File: src/hw/rtl/wdlm_ram.sv
// Generic single-write, single-read RAM with registered read data.
module wdlm_ram #(
	parameter int WIDTH = 8,
	parameter int DEPTH = 256
) (
	input  logic                     clk,
	input  logic                     we,
	input  logic [$clog2(DEPTH)-1:0] waddr,
	input  logic [WIDTH-1:0]         wdata,
	input  logic                     re,
	input  logic [$clog2(DEPTH)-1:0] raddr,
	output logic [WIDTH-1:0]         rdata
);
	logic [WIDTH-1:0] mem [DEPTH];

	always_ff @(posedge clk) begin
		if (we) begin
			mem[waddr] <= wdata;
		end
		if (re) begin
			rdata <= mem[raddr];
		end
	end
endmodule

File: config.mk
export PLATFORM = sky130hd
export DESIGN_NAME = wdlm_ram
export DESIGN_NICKNAME = d
export VERILOG_FILES = /design/src/hw/rtl/wdlm_ram.sv
export SDC_FILE = /design/constraint.sdc
export NUM_CORES = 2
export LEC_CHECK = 0
export BUFFER_PORTS_ARGS = -buffer_cell sky130_fd_sc_hd__buf_2
export CAP_MARGIN = 20
export CORE_ASPECT_RATIO = 1.4
export CORE_MARGIN = 2
export CORE_UTILIZATION = 53
export DETAILED_ROUTE_END_ITERATION = 10
export HOLD_SLACK_MARGIN = 0.03
export PLACE_DENSITY = 0.68
export SYNTH_ARGS = -nofsm -noshare
export SYNTH_HDL_FRONTEND = slang
export SYNTH_SLANG_ARGS = --single-unit
File: constraint.sdc
create_clock -name clk -period 7.5 [get_ports clk]
set_clock_uncertainty 0.15 [all_clocks]
set_input_delay 2.25 -clock clk [delete_from_list [all_inputs] [get_ports clk]]
set_output_delay 2.25 -clock clk [all_outputs]
set_load 0.005 [all_outputs]
==> impl_metrics.py <==
metrics = {
    "hold_path": {
        "hold_class": "flop to flop",
        "worst_hold_path.num_cells": 6,
    },
    "clocking": {
        "cts_tree": "built",
        "worst_setup_hold_path_clk_slew_ns": 0.07,
        "cts.htree.levels": 4,
        "numClockSinks": 2056,
        "cts_resized": 0,
        "ctsHoldBuffers": 0,
        "numCtsBuffers": 179,
        "clock_tree.buffer_depth": 3,
        "post_cts.repair.setup_buffers": 0,
        "clock-root-buffer": "clkbuf_16",
        "clock_latency_reported_for_the_late_side_of_the_worst_skew_pair_ns": 0.81,
    },
    "die": {
        "design.die.area_um2": 153000,
        "die_x_um": 332,
        "die_y_um": 463,
        "ioPinCount": 35,
        "starting_density_pct": 53.3,
        "core_um2": 149000,
        "fp-row-count": 168,
    },
    "cells_and_area": {
        "layout.core_utilization_pct": 58.6,
        "area.growth.synth_to_final_pct": 9.99,
        "drive_gt1_share_pct": 21.6,
        "num-fill-cells": 10400,
        "area.sequential_um2": 61700,
        "finish.net_count": 3835,
        "area_occupied_by_multi_input_gates_um2": 16500,
    },
    "logic_synthesis": {
        "synth.largest_area_cell": "edfxtp_1",
        "synth.lib_cells_used.distinct": 54,
        "postSynthRegisterBits": 2056,
        "ys_dominant_reg_cell": "edfxtp_1",
        "largest_cells_by_area_after_synthesis": "edfxtp_1, mux4_2, mux2i_1, nor2_1, a22oi_1",
        "yosysSeqAreaShare_pct": 77.5,
        "yosysWarnings": 0,
        "yosysTopAreaCellShare_pct": 77.5,
        "postSynthAreaPerCell_um2": 21.3,
        "async_set_reset_flop_share_out_of_synthesis_pct": 0,
        "syn-instance-count": 3733,
        "netlist_area_um2": 79600,
        "synth_fp_nets": 3760,
        "synth_enable_flop_cells": 2056,
    },
    "routing": {
        "wl_per_cell_um": 32.9,
        "detail_route.iter0.violations": 5034,
        "drt-vias-per-instance": 6.54,
        "route.vias.total": 38700,
        "drc_errors_left": 0,
        "drt_pre_antenna_iters": 6,
        "route.final.wire_length_um": 195000,
        "antenna_left": 0,
    },
    "timing": {
        "unrepaired_setup_endpoints_after_global_routing": "no",
        "fin_crit_sh_pct": 73.3,
        "count_of_pins_over_their_slew_limit": 0,
        "final_setup_fails": 0,
        "relSlewSlack_pct": 18.3,
        "maxClockFrequency_ghz": 0.182,
        "setup-tns-final_ns": 0,
        "finalWorstPathRequiredPeriod_ns": 5.50,
        "worst-slew-pin-transition_ns": 1.23,
        "final-hold-violation-count": 0,
    },
    "run": {
        "maxCapViolations": 0,
    },
    "power": {
        "seq_power_share_pct": 55.5,
        "cellInternalPower_uw": 18100,
        "largest_voltage_drop_on_the_vdd_net_mv": 0.256,
        "leakagePower_uw": 0.0268,
        "power-per-cell-area_nw_per_um2": 261,
        "power.share.combinational_pct": 4.9,
        "power.share.switching_pct": 20.9,
        "share_clk_of_total_power_pct": 39.6,
        "total_power_uw": 22900,
        "netSwitchingPower_uw": 4790,
    },
    "global_route": {
        "grt_first_pass_wirelength_um": 279000,
        "antenna_violations_before_repair": 15,
        "gr-usage-all-layers_pct": 25.5,
        "grt_pass1_vias": 39100,
        "grt_max_degree": 182,
        "globalRouteOverflowTotal": 0,
    },
    "critical_path": {
        "cp_slowest_cell": "nor3_1",
        "timing.setup.critical_path_class": "primary input to flop",
        "worst_ep_arrival_time_ns": 5.84,
        "crit_path_start_kind": "primary input",
        "ff2ff_path_depth": 6,
        "critical-path-max-stage-delay_ns": 0.80,
        "critical_path_required_ns": 7.84,
        "path_common_cell": "buf_12",
        "worstPathCellList": "buf_8 -> buf_12 -> buf_12 -> mux4_2 -> a22o_1 -> a221oi_1 -> o32ai_1 -> nor3_1 -> nor4_1",
        "crit-reg2reg-launch": "mem[83][3]$_DFFE_PP_",
        "timing.critical_path.from": "raddr[0]",
        "r2r-end": "rdata[3]$_DFFE_PP_",
        "end_kind": "flop",
        "timing.reg2reg.setup_slack_ns": 4.20,
        "endpoint": "rdata[3]$_DFFE_PP_",
        "timing.critical_path.fanout_max": 46,
    },
    "placed_design": {
        "port-buffer-count": 34,
        "place_congestion": 0.856,
        "dpl.hpwl_um": 120000,
    },
    "outcome": {
        "status": "complete, no violations",
    },
}
[stage by stage]
stage	std cells	instance area [um2]	worst slack, ns	hold WS, ns
floorplan	3733	79600	3.02	0.714
global placement	5580	81900	0.469	0.974
detailed placement	5582	81900	1.12	0.996
CTS	5910	87600	1.98	1.02
global route	5911	87600	1.95	1.07
finish	5915	87600	2.00	1.03
[kinds of logic after synthesis]
family / Yosys count / synth area share, %
AOI/OAI and AO/OA: 385 / 3.42
buffers and inverters: 235 / 1.83
DFF: 2056 / 77.5
muxes: 591 / 14.6
and+or+nand+nor: 466 / 2.63
[layout make-up]
type	instances	area share (%)
multi-input combinational	1442	18.9
inverter	2	0.00857
clock buffer	227	5.54
antenna	5	0.0143
timing repair buffer	127	1.36
tap	1955	2.79
sequential	2056	70.5
clock inverter	101	0.951
[per-layer routing]
metal | wire length (um) | global-route usage (%)
met1 | 70300 | 33.0
met2 | 99200 | 42.9
met3 | 17300 | 4.99
met4 | 7960 | 9.71
met5 | 71 | 0
[cells in the mapped netlist (8+ instances only)]
| library cell | number |
|---|---|
| buf_1 | 22 |
| o221ai_1 | 46 |
| nand2b_1 | 8 |
| a22oi_1 | 133 |
| o21ai_0 | 10 |
| a22o_1 | 8 |
| buf_12 | 8 |
| mux2i_1 | 134 |
| a21oi_1 | 96 |
| clkbuf_1 | 111 |
| buf_6 | 21 |
| buf_8 | 13 |
| o22ai_1 | 28 |
| nor2_1 | 282 |
| nand3_1 | 34 |
| edfxtp_1 | 2056 |
| a221oi_1 | 13 |
| mux4_2 | 454 |
| nor3_1 | 22 |
| nor2b_1 | 31 |
| buf_4 | 27 |
| nand4_1 | 10 |
| a211oi_1 | 16 |
| o211ai_1 | 10 |
| nand2_1 | 33 |
| nor4_1 | 24 |
| buf_2 | 31 |
[worst max-delay path, delay by kind of cell]
family,cells,cell delay (ns)
simple gates,2,0.98
mux,1,0.53
buf+inv,3,1.04
compound gates,3,0.94
[power groups by stage]
stage | logic (uW) | clock network [uW] | registers (uW)
3_5_place_dp | 1120 | 0 | 12900
3_3_place_gp | 1100 | 0 | 12900
5_1_grt | 1170 | 9550 | 12700
2_1_floorplan | 615 | 0 | 12900
4_1_cts | 1120 | 9130 | 12700
6_report | 1120 | 9050 | 12700
[registers in the layout, indices dropped and copies added, names as in the netlist]
name and count:
mem 2048, rdata 8
[layout by cell type (no fill, tap or decap), drive strengths merged, types with 28 or more instances in the layout]
| cell type | netlist | final |
|---|---|---|
| nor2b | 31 | 31 |
| a22oi | 133 | 133 |
| clkinv | 1 | 78 |
| edfxtp | 2056 | 2056 |
| a21oi | 96 | 96 |
| nand2 | 33 | 33 |
| mux4 | 456 | 456 |
| buf | 122 | 120 |
| clkbuf | 111 | 234 |
| nor2 | 282 | 282 |
| mux2i | 134 | 134 |
| nand3 | 34 | 34 |
| o22ai | 28 | 28 |
| o221ai | 47 | 47 |
[worst min path at each step]
stage / from / end / slack, ns
final: mem[52][2]$_DFFE_PP_ / rdata[2]$_DFFE_PP_ / 1.03
after global routing: mem[52][2]$_DFFE_PP_ / rdata[2]$_DFFE_PP_ / 1.07
after CTS: mem[52][2]$_DFFE_PP_ / rdata[2]$_DFFE_PP_ / 1.02
after detailed placement: mem[52][2]$_DFFE_PP_ / rdata[2]$_DFFE_PP_ / 1.0
after global placement: mem[52][2]$_DFFE_PP_ / rdata[2]$_DFFE_PP_ / 0.97
after floorplan: mem[40][3]$_DFFE_PP_ / rdata[3]$_DFFE_PP_ / 0.71
Note: power is estimated with default switching activity, not from simulation.
